==> config.mk <==
export PLATFORM = sky130hd
export DESIGN_NAME = lpc_eval
export DESIGN_NICKNAME = d
export VERILOG_FILES = /design/src/rtl/lpc_pkg.sv /design/src/rtl/lpc_eval.sv
export SDC_FILE = /design/constraint.sdc
export NUM_CORES = 1
export LEC_CHECK = 0
export BUFFER_PORTS_ARGS = -buffer_cell sky130_fd_sc_hd__buf_2
export CORE_MARGIN = 4
export CORE_UTILIZATION = 34
export DETAILED_ROUTE_END_ITERATION = 10
export PLACE_DENSITY = 0.82
export SYNTH_ARGS = -nofsm -noshare
export SYNTH_HDL_FRONTEND = slang
export SYNTH_SLANG_ARGS = --single-unit
export TNS_END_PERCENT = 5
==> constraint.sdc <==
create_clock -name vclk -period 2.7
set_input_delay 0.405 -clock vclk [all_inputs]
set_output_delay 0.405 -clock vclk [all_outputs]
set_load 0.05 [all_outputs]
==> src/rtl/lpc_pkg.sv <==
// Shared types, constants and the LFSR step function for the LFSR pattern checker.
// No dependencies; every other file refers to it by scoped names.
package lpc_pkg;

    localparam int SAMPLE_W = 16;

    localparam logic [SAMPLE_W-1:0] SEED_RESET = 16'hABCD;

    // Feedback taps, XNOR-combined and shifted in at the top bit.
    localparam int TAP_A = 0;
    localparam int TAP_B = 1;
    localparam int TAP_C = 3;
    localparam int TAP_D = 12;
    localparam int TOP_BIT = 15;

    typedef struct packed {
        logic [SAMPLE_W-1:0] expected_value;
        logic [SAMPLE_W-1:0] match_count;
        logic [SAMPLE_W-1:0] sample_count;
        logic                all_match;
    } t_result;

    typedef struct packed {
        logic [SAMPLE_W-1:0] sample_first;
        logic [SAMPLE_W-1:0] sample_second;
        logic                last_word;
    } t_word;

    function automatic logic [SAMPLE_W-1:0] lfsr_next(input logic [SAMPLE_W-1:0] v);
        logic fb;
        fb = ~(v[TAP_A] ^ v[TAP_B] ^ v[TAP_C] ^ v[TAP_D]);
        return {fb, v[TOP_BIT:1]};
    endfunction

endpackage

==> src/rtl/lpc_eval.sv <==
// Compare and tally logic for one captured word: result and next checker state.
// Depends on lpc_pkg (types, LFSR step).
module lpc_eval #(
    parameter int COUNT_WIDTH = 16
) (
    input  lpc_pkg::t_word                    i_word,
    input  logic [lpc_pkg::SAMPLE_W-1:0]      i_gen,
    input  logic [COUNT_WIDTH-1:0]            i_good,
    input  logic [COUNT_WIDTH-1:0]            i_seen,
    input  logic                              i_miss,
    output lpc_pkg::t_result                  o_result,
    output logic [lpc_pkg::SAMPLE_W-1:0]      o_gen,
    output logic [COUNT_WIDTH-1:0]            o_good,
    output logic [COUNT_WIDTH-1:0]            o_seen,
    output logic                              o_miss
);

    localparam logic [COUNT_WIDTH-1:0] TALLY_MAX = {COUNT_WIDTH{1'b1}};

    logic                 hit_a;
    logic                 hit_b;
    logic                 word_miss;
    logic [COUNT_WIDTH:0] good_sum;
    logic [COUNT_WIDTH:0] seen_sum;
    logic [COUNT_WIDTH-1:0] good_sat;
    logic [COUNT_WIDTH-1:0] seen_sat;

    always_comb begin
        hit_a     = (i_word.sample_first  == i_gen);
        hit_b     = (i_word.sample_second == i_gen);
        word_miss = ~(hit_a & hit_b);

        good_sum = {1'b0, i_good} + (COUNT_WIDTH+1)'(hit_a) + (COUNT_WIDTH+1)'(hit_b);
        seen_sum = {1'b0, i_seen} + (COUNT_WIDTH+1)'(2);
        good_sat = (good_sum > {1'b0, TALLY_MAX}) ? TALLY_MAX : good_sum[COUNT_WIDTH-1:0];
        seen_sat = (seen_sum > {1'b0, TALLY_MAX}) ? TALLY_MAX : seen_sum[COUNT_WIDTH-1:0];

        o_result.expected_value = i_gen;
        o_result.match_count    = lpc_pkg::SAMPLE_W'(good_sat);
        o_result.sample_count   = lpc_pkg::SAMPLE_W'(seen_sat);
        o_result.all_match      = ~(i_miss | word_miss);

        o_gen = lpc_pkg::lfsr_next(i_gen);
        // End of capture: report first, then clear tallies and the sticky miss.
        if (i_word.last_word) begin
            o_good = '0;
            o_seen = '0;
            o_miss = 1'b0;
        end else begin
            o_good = good_sat;
            o_seen = seen_sat;
            o_miss = i_miss | word_miss;
        end
    end

endmodule

==> results of run 1 <==
[report_power, final]
group	total, mW	switching (mW)	internal [mW]
Clock	0	0	0
Sequential	0	0	0
Combinational	0.804	0.519	0.286
Total	0.804	0.519	0.286
[area by class of cell]
cell class / count / area share
tap: 67 / 0.0234
inverter: 5 / 0.00523
multi-input combinational: 211 / 0.523
timing repair buffer: 217 / 0.448
[cells in the final DEF, fill, tap and decap left out, drive strengths merged, types with 3 or more instances in the layout]
cell	netlist	final
and3	5	5
nand3	13	13
xnor2	46	46
ha	3	3
nor2	12	12
nand4	18	18
nor4	4	4
nor3	4	4
nand2	37	37
and2	3	3
xor2	10	10
inv	5	5
buf	35	215
nor2b	8	8
a21oi	28	28
mux2	3	3
[routing by layer]
layer / track usage / vias up
met1: 0.234 / 1175
met3: 0.0385 / 24
met5: 0 / -
met2: 0.452 / 153
li1: - / 1211
met4: 0.0524 / 0
[cells by family (layout without fill, tap and decap cells)]
| family | Yosys count | in the layout | share of synthesized area |
|---|---|---|---|
| buf+inv | 47 | 222 | 0.187 |
| simple gates | 113 | 113 | 0.347 |
| fa+ha+maj | 4 | 4 | 0.0338 |
| xor+xnor | 56 | 56 | 0.292 |
| mux | 3 | 3 | 0.0198 |
| compound gates | 35 | 35 | 0.121 |
[timing repair]
action	in CTS	in global routing
pin swaps	4	32
cloned	0	2
setup endpoints to repair	34	36
setup buffers	1	1
gates resized for setup	91	65
[cell usage after synthesis (4+ instances only)]
master | count | area [um2]
sky130_fd_sc_hd__a21oi_1 | 28 | 140
sky130_fd_sc_hd__buf_4 | 32 | 240
sky130_fd_sc_hd__clkbuf_1 | 6 | 22.5
sky130_fd_sc_hd__inv_1 | 5 | 18.8
sky130_fd_sc_hd__nand2_1 | 37 | 139
sky130_fd_sc_hd__nand3_1 | 11 | 55.1
sky130_fd_sc_hd__nand4_1 | 18 | 113
sky130_fd_sc_hd__nor2_1 | 12 | 45.0
sky130_fd_sc_hd__nor2b_1 | 8 | 50.1
sky130_fd_sc_hd__nor3_1 | 4 | 20.0
sky130_fd_sc_hd__nor4_1 | 4 | 25.0
sky130_fd_sc_hd__xnor2_1 | 46 | 403
sky130_fd_sc_hd__xor2_1 | 9 | 78.8
[path summary, 6_finish.rpt]
| kind | to | from | slack (ns) | depth (start not counted) |
|---|---|---|---|---|
| max | o_good[15] | i_gen[11] | -0.52 | 11 |
| min | o_gen[14] | i_gen[15] | 1.12 | 2 |
==> impl_metrics.yaml, run 1 <==
yosys:
  avgSynthCellArea_um2: 6.60
  netlist-cell-type-count: 39
  ys.warnings.count: 0
  synth.cell_area_um2: 1700
  ys_seq_area_frac: 0
  postSynthNetCount: 344
  postSynthCellCount: 258
worst_setup_path:
  crit_type: "input pin to output pin"
  required_ns: 2.30
  path_delay_family: "simple AND/OR/NAND/NOR gates"
  cp_cell_sequence: "buf_6 > xnor2_1 > nand4_1 > nor4_4 > fa_2 > and2_1 > nand4_1 > nor3_1 > mux2_2 > nor2b_4 > buf_4"
  critPathMaxFanout: 4
  worst-path-buf-inv: 2
  end_kind: "output pin"
  cp_common_cell: "sky130_fd_sc_hd__nand4_1"
  crit_slowest_cell: "sky130_fd_sc_hd__mux2_2"
  slowest_delay_ns: 0.38
  worst_setup_path_start_kind: "input pin"
  arrival_ns: 2.81
finish:
  clock_buffer_count: 0
  final_cell_count_no_fill: 500
  nFillCells: 348
  utilization: 0.750
  synth_to_final_area_change_pct: 111
  register_area_um2: 0
  final_design_area_no_fill_um2: 3590
  multi_input_area_um2: 1880
  n_antenna_cell: 0
  num-nets-final: 521
  layout-drive-gt1-share: 0.681
  seq_cells: 0
sta:
  timing.hold.ws_ns: 1.12
  post-route-min-period_ns: 3.22
  totalNegativeSetupSlack_ns: -13.97
  final_min_period_over_clock_period: 1.19
  worst-slew-pin-transition_ns: 0.808
  slew_headroom: 0.461
  finalWorstSetupSlack_ns: -0.518
  grt_setup_unrepaired: "true"
  fmax_ghz: 0.311
  setup_viol: 32
  report.final.hold_viol_count: 0
  timing.final.max_slew_violations: 0
global_route:
  gr-usage-all-layers: 0.223
  antenna_found_initial: 0
  grt_pass1_wl_um: 11500
  grt_max_degree: 23
  grt-ovfl-total: 0
  via_count_of_the_first_global_routing_pass: 2521
die:
  die_h_um: 78.8
  die-area_um2: 6200
  chipWidth_um: 78.8
  ios: 180
  core.rowCount: 25
  starting_utilization_of_the_core_area: 0.356
  core-area_um2: 4790
run_status:
  violations: "negative setup slack"
  status: "complete, but fails checks"
placement:
  buffer_ports.inserted: 180
  postPlaceCellArea_um2: 2890
  placer_s_final_routability_congestion_estimate: 0.898
  detailedPlace.worstSlack_ns: -0.557
  place_inst: 496
  place_hpwl_um: 6260
pwr:
  cellPowerDensity_nw_per_um2: 224
  p_leak_nw: 1.73
  report.power.total_mw: 0.804
  vdd.ir_drop.worst_v: 0.000207
routing:
  post_drt_wl_per_cell_um: 17.5
  dr_total_vias: 2563
  routedLengthMet1_um: 2880
  route.detailed.drc: 0
  number_of_drc_markers_in_iteration_0: 78
  finalWirelength_um: 8750
  firstDrtPassIters: 4
  highest_layer: "met4"
  met2_wirelength_um: 4910
  met3_length_um: 682
  drtAntennaViolNets: 0
  via_per_inst: 5.13
flow_run:
  max_cap_violations: 0
hold_path:
  worstHoldPathType: "input pin to output pin"
cts:
  cts.hold.buffers_added: 0
Power figures use the tool's default switching activity.
==> inputs of run 2 (changes only) <==
Settings changed: RECOVER_POWER set to 25.
==> run 2 against run 1 <==
Effect of this change:
- the flow still finishes with violations (negative setup slack)
- combinational power about the same
- non-clock buffer count unchanged
- sequential share of layout area unchanged
- critical endpoint unchanged
- design area decreased by 0.49%
- global-route usage unchanged
- critical path depth unchanged
- core utilization decreased by 0.37 points
- count of clock-buffer cells in the layout unchanged
- maximum frequency decreased by 0.27%
- largest power group unchanged
- critical path type unchanged
==> impl_metrics.yaml, run 2 (synthesized netlist as in run 1, its figures left out) <==
run_status:
  status: "complete, but fails checks"
  violations: "negative setup slack"
die:
  die_h_um: 78.8
  core-area_um2: 4790
  die-area_um2: 6200
  ios: 180
  core.rowCount: 25
  starting_utilization_of_the_core_area: 0.356
  chipWidth_um: 78.8
global_route:
  grt_busiest_layer: "met2"
  gr-usage-all-layers: 0.223
  grt_pass1_wl_um: 11500
  antenna_found_initial: 0
  groute.layer.met1.usage: 0.234
  grt_max_degree: 23
  grt_use_met2: 0.452
  m3_gr_usage: 0.0385
  grt-ovfl-total: 0
  via_count_of_the_first_global_routing_pass: 2521
worst_setup_path:
  worst_setup_path_start_kind: "input pin"
  end_kind: "output pin"
  crit_type: "input pin to output pin"
  arrival_ns: 2.82
  critPathMaxFanout: 4
  required_ns: 2.30
pwr:
  p_int_mw: 0.283
  p_switching_mw: 0.518
  switching_share: 0.647
  p_leak_nw: 1.69
  share_comb_of_total_power: 1.000
  cellPowerDensity_nw_per_um2: 224
  power.share.sequential: 0
  vdd.ir_drop.worst_v: 0.000204
  clock_power_share: 0
  report.power.total_mw: 0.801
finish:
  seq_cells: 0
  nFillCells: 357
  synth_to_final_area_change_pct: 110
  final_design_area_no_fill_um2: 3570
  clock_buffer_count: 0
  num-nets-final: 521
  layout-drive-gt1-share: 0.649
  final_cell_mix: "sky130_fd_sc_hd__buf_2 (114), sky130_fd_sc_hd__buf_6 (39), sky130_fd_sc_hd__buf_4 (33)"
  final_cell_count_no_fill: 500
  mostFrequentLayoutCell: "sky130_fd_sc_hd__buf_2"
  register_area_um2: 0
  utilization: 0.746
  n_antenna_cell: 0
routing:
  finalWirelength_um: 8720
  post_drt_wl_per_cell_um: 17.4
  drtAntennaViolNets: 0
  number_of_drc_markers_in_iteration_0: 76
  firstDrtPassIters: 4
  route.detailed.drc: 0
  via_per_inst: 5.10
  dr_total_vias: 2551
sta:
  slew_headroom: 0.463
  report.final.hold_viol_count: 0
  timing.final.max_slew_violations: 0
  timing.hold.ws_ns: 1.16
  finalWorstSetupSlack_ns: -0.527
  worst-slew-pin-transition_ns: 0.806
  setup_viol: 32
  totalNegativeSetupSlack_ns: -14.26
  fmax_ghz: 0.310
  final_min_period_over_clock_period: 1.20
  grt_setup_unrepaired: "true"
  post-route-min-period_ns: 3.23
placement:
  placer_s_final_routability_congestion_estimate: 0.898
  place_hpwl_um: 6260
  detailedPlace.worstSlack_ns: -0.557
  postPlaceCellArea_um2: 2890
  place_inst: 496
  buffer_ports.inserted: 180
cts:
  cts.hold.buffers_added: 0
hold_path:
  worstHoldPathType: "input pin to output pin"
flow_run:
  max_cap_violations: 0
## run 2: power groups by stage
stage / clock network, mW / logic, mW / registers [mW]
CTS: 0 / 0.741 / 0
global route: 0 / 0.836 / 0
floorplan: 0 / 0.500 / 0
detailed placement: 0 / 0.687 / 0
finish: 0 / 0.801 / 0
global placement: 0 / 0.678 / 0
## run 2: worst paths after layout
check	startpoint	endpoint	slack, ns	depth (start not counted)
hold / removal	i_gen[1]	o_gen[0]	1.16	2
setup / recovery	i_gen[11]	o_good[15]	-0.53	11
## run 2: timing repair
action	CTS	global route
gates cloned	0	2
pin swaps	4	32
resized for setup	91	65
setup buffers	1	1
endpoints found under the setup margin	34	36
## run 2: worst max-delay path, cell delays in order
cell and delay (ns):
sky130_fd_sc_hd__buf_6 0.11, sky130_fd_sc_hd__xnor2_1 0.21, sky130_fd_sc_hd__nand4_1 0.21, sky130_fd_sc_hd__nor4_4 0.33, sky130_fd_sc_hd__fa_2 0.29, sky130_fd_sc_hd__and2_1 0.17, sky130_fd_sc_hd__nand4_1 0.17, sky130_fd_sc_hd__nor3_1 0.18
sky130_fd_sc_hd__mux2_2 0.38, sky130_fd_sc_hd__nor2b_4 0.13, sky130_fd_sc_hd__buf_4 0.21
## run 2: per-layer routing
metal,vias up,share of wire
li1,1210,-
met1,1171,0.32
met2,148,0.56
met3,22,0.082
met4,0,0.033
met5,-,0
## run 2: area by class of cell
type / count / area, um2 / area share
well taps: 67 / 83.8 / 0.0235
repair buffers: 217 / 1590 / 0.445
inverters: 5 / 18.8 / 0.00526
multi-input cells: 211 / 1880 / 0.526
==> inputs of run 3 (changes only) <==
Settings changed: ABC_AREA set to 1, CORE_UTILIZATION 34 to 36, PLACE_DENSITY 0.82 to 0.83.
==> run 3 against run 2 <==
Effect of this change:
- the flow still finishes with violations (negative setup slack)
- worst setup slack better by 0.044 ns
- via count grew 14%
- non-clock buffer count is 11 lower
- area after synthesis up 16%
- first-iteration DRC count fell by 39%
- worst hold slack worse by 0.049 ns
- global-route usage rose by 0.13 points
- combinational power decreased by 4.1%
- power down 4.1%
- wire length grew 4.7%
- flip-flop and latch count unchanged
- core utilization shrank 5.0 points
- critical endpoint is now o_good[13]
==> impl_metrics.yaml, run 3 <==
run_status:
  status: "complete, but fails checks"
  violations: "negative setup slack"
worst_setup_path:
  slowest_delay_ns: 0.35
  worst-path-buf-inv: 6
  worst_setup_path_start_kind: "input pin"
  crit_type: "input pin to output pin"
  cp_common_cell: "sky130_fd_sc_hd__buf_4"
  crit_slowest_cell: "sky130_fd_sc_hd__nor4_1"
  cp_cell_sequence: "buf_2 > xnor2_1 > o21ai_0 > nor3_1 > nand3_1 > inv_2 > fa_2 > buf_4 > buf_4 > nand2_2 > nor4_1 > buf_4 > xnor2_4 > a21oi_4 > buf_6"
  required_ns: 2.30
  path_delay_family: "buffers and inverters"
  end_kind: "output pin"
  arrival_ns: 2.78
  critPathMaxFanout: 4
global_route:
  via_count_of_the_first_global_routing_pass: 2797
  antenna_found_initial: 0
  grt_pass1_wl_um: 12100
  gr-usage-all-layers: 0.225
  grt-ovfl-total: 0
  grt_max_degree: 22
routing:
  dr_total_vias: 2907
  firstDrtPassIters: 4
  drtAntennaViolNets: 0
  post_drt_wl_per_cell_um: 15.5
  via_per_inst: 4.94
  number_of_drc_markers_in_iteration_0: 46
  route.detailed.drc: 0
  finalWirelength_um: 9130
finish:
  layout-drive-gt1-share: 0.552
  final_design_area_no_fill_um2: 3620
  final_cell_mix: "sky130_fd_sc_hd__buf_2 (125), sky130_fd_sc_hd__nand2_1 (75), sky130_fd_sc_hd__inv_1 (47)"
  seq_cells: 0
  utilization: 0.696
  synth_to_final_area_change_pct: 83.5
  nFillCells: 409
  mostFrequentLayoutCell: "sky130_fd_sc_hd__buf_2"
  clock_buffer_count: 0
  multi_input_area_um2: 1910
  register_area_um2: 0
  n_antenna_cell: 0
  num-nets-final: 606
hold_path:
  worstHoldPathType: "input pin to output pin"
sta:
  slew_headroom: 0.455
  report.final.hold_viol_count: 0
  worst-slew-pin-transition_ns: 0.817
  timing.final.max_slew_violations: 0
  grt_setup_unrepaired: "true"
  final_min_period_over_clock_period: 1.18
  finalWorstSetupSlack_ns: -0.483
  totalNegativeSetupSlack_ns: -13.10
  setup_viol: 32
  fmax_ghz: 0.314
  post-route-min-period_ns: 3.18
placement:
  detailedPlace.worstSlack_ns: -0.580
  placer_s_final_routability_congestion_estimate: 0.936
  postPlaceCellArea_um2: 3100
  place_hpwl_um: 6500
  buffer_ports.inserted: 180
die:
  core.rowCount: 26
  starting_utilization_of_the_core_area: 0.380
  core-area_um2: 5200
  die_h_um: 82.1
  chipWidth_um: 82.1
  die-area_um2: 6740
  ios: 180
yosys:
  netlist_top_cells_count: "sky130_fd_sc_hd__nand2_1 (93), sky130_fd_sc_hd__inv_1 (48), sky130_fd_sc_hd__nor2_1 (33)"
  ys_seq_area_frac: 0
  synth.most_common_cell: "sky130_fd_sc_hd__nand2_1"
  synth.largest_area_cell: "sky130_fd_sc_hd__nand2_1"
  postSynthCellCount: 350
  avgSynthCellArea_um2: 5.64
  synth.cell_area_um2: 1980
  netlist-cell-type-count: 33
  ys.warnings.count: 0
  yosys-top-cells-area: "sky130_fd_sc_hd__nand2_1 (18%), sky130_fd_sc_hd__buf_4 (12%), sky130_fd_sc_hd__xor2_1 (12%)"
  postSynthNetCount: 436
  yosysTopAreaCellShare: 0.177
cts:
  cts.hold.buffers_added: 0
pwr:
  vdd.ir_drop.worst_v: 0.000198
  report.power.total_mw: 0.768
  p_leak_nw: 2.01
  cellPowerDensity_nw_per_um2: 212
flow_run:
  max_cap_violations: 0
[run 3: area by class of cell]
class,count,share of cell area
Multi-Input combinational cell,261,0.526
Tap cell,70,0.0242
Timing Repair Buffer,206,0.397
Inverter,51,0.0528
[run 3: final timing paths]
kind,start,to,depth (start not counted),slack [ns]
hold / removal,i_gen[15],o_result[48],2,1.12
setup / recovery,i_gen[7],o_good[13],15,-0.48
[run 3: repair_timing]
action                                  CTS  global route
gates resized for setup                  86            42
pin swaps                                 7            11
gates cloned                              0             2
setup buffers                             0             2
endpoints found under the setup margin   32            54
[run 3: stage by stage]
step / cells / hold WS [ns]
3_3_place_gp: 584 / 1.14
6_report: 588 / 1.12
5_1_grt: 588 / 1.12
2_1_floorplan: 350 / 0.977
3_5_place_dp: 584 / 1.14
4_1_cts: 584 / 1.12
[run 3: cell families after synthesis]
group,after synthesis,share of synthesized area
adder cells (fa/ha/maj),4,0.0291
XOR/XNOR,43,0.198
AO/OA/AOI/OAI,29,0.0836
AND/OR/NAND/NOR,185,0.452
buffers and inverters,89,0.237
[run 3: power by group]
| group | total [mW] | switching (mW) | internal (mW) |
|---|---|---|---|
| logic | 0.768 | 0.525 | 0.243 |
| clock network | 0 | 0 | 0 |
| registers | 0 | 0 | 0 |
[run 3: per-layer routing]
metal  track usage  up-vias  part of all wire
li1              -     1394                 -
met1         0.233     1303              0.33
met2         0.464      170              0.55
met3        0.0252       40             0.075
met4        0.0581        0             0.045
met5             0        -                 0
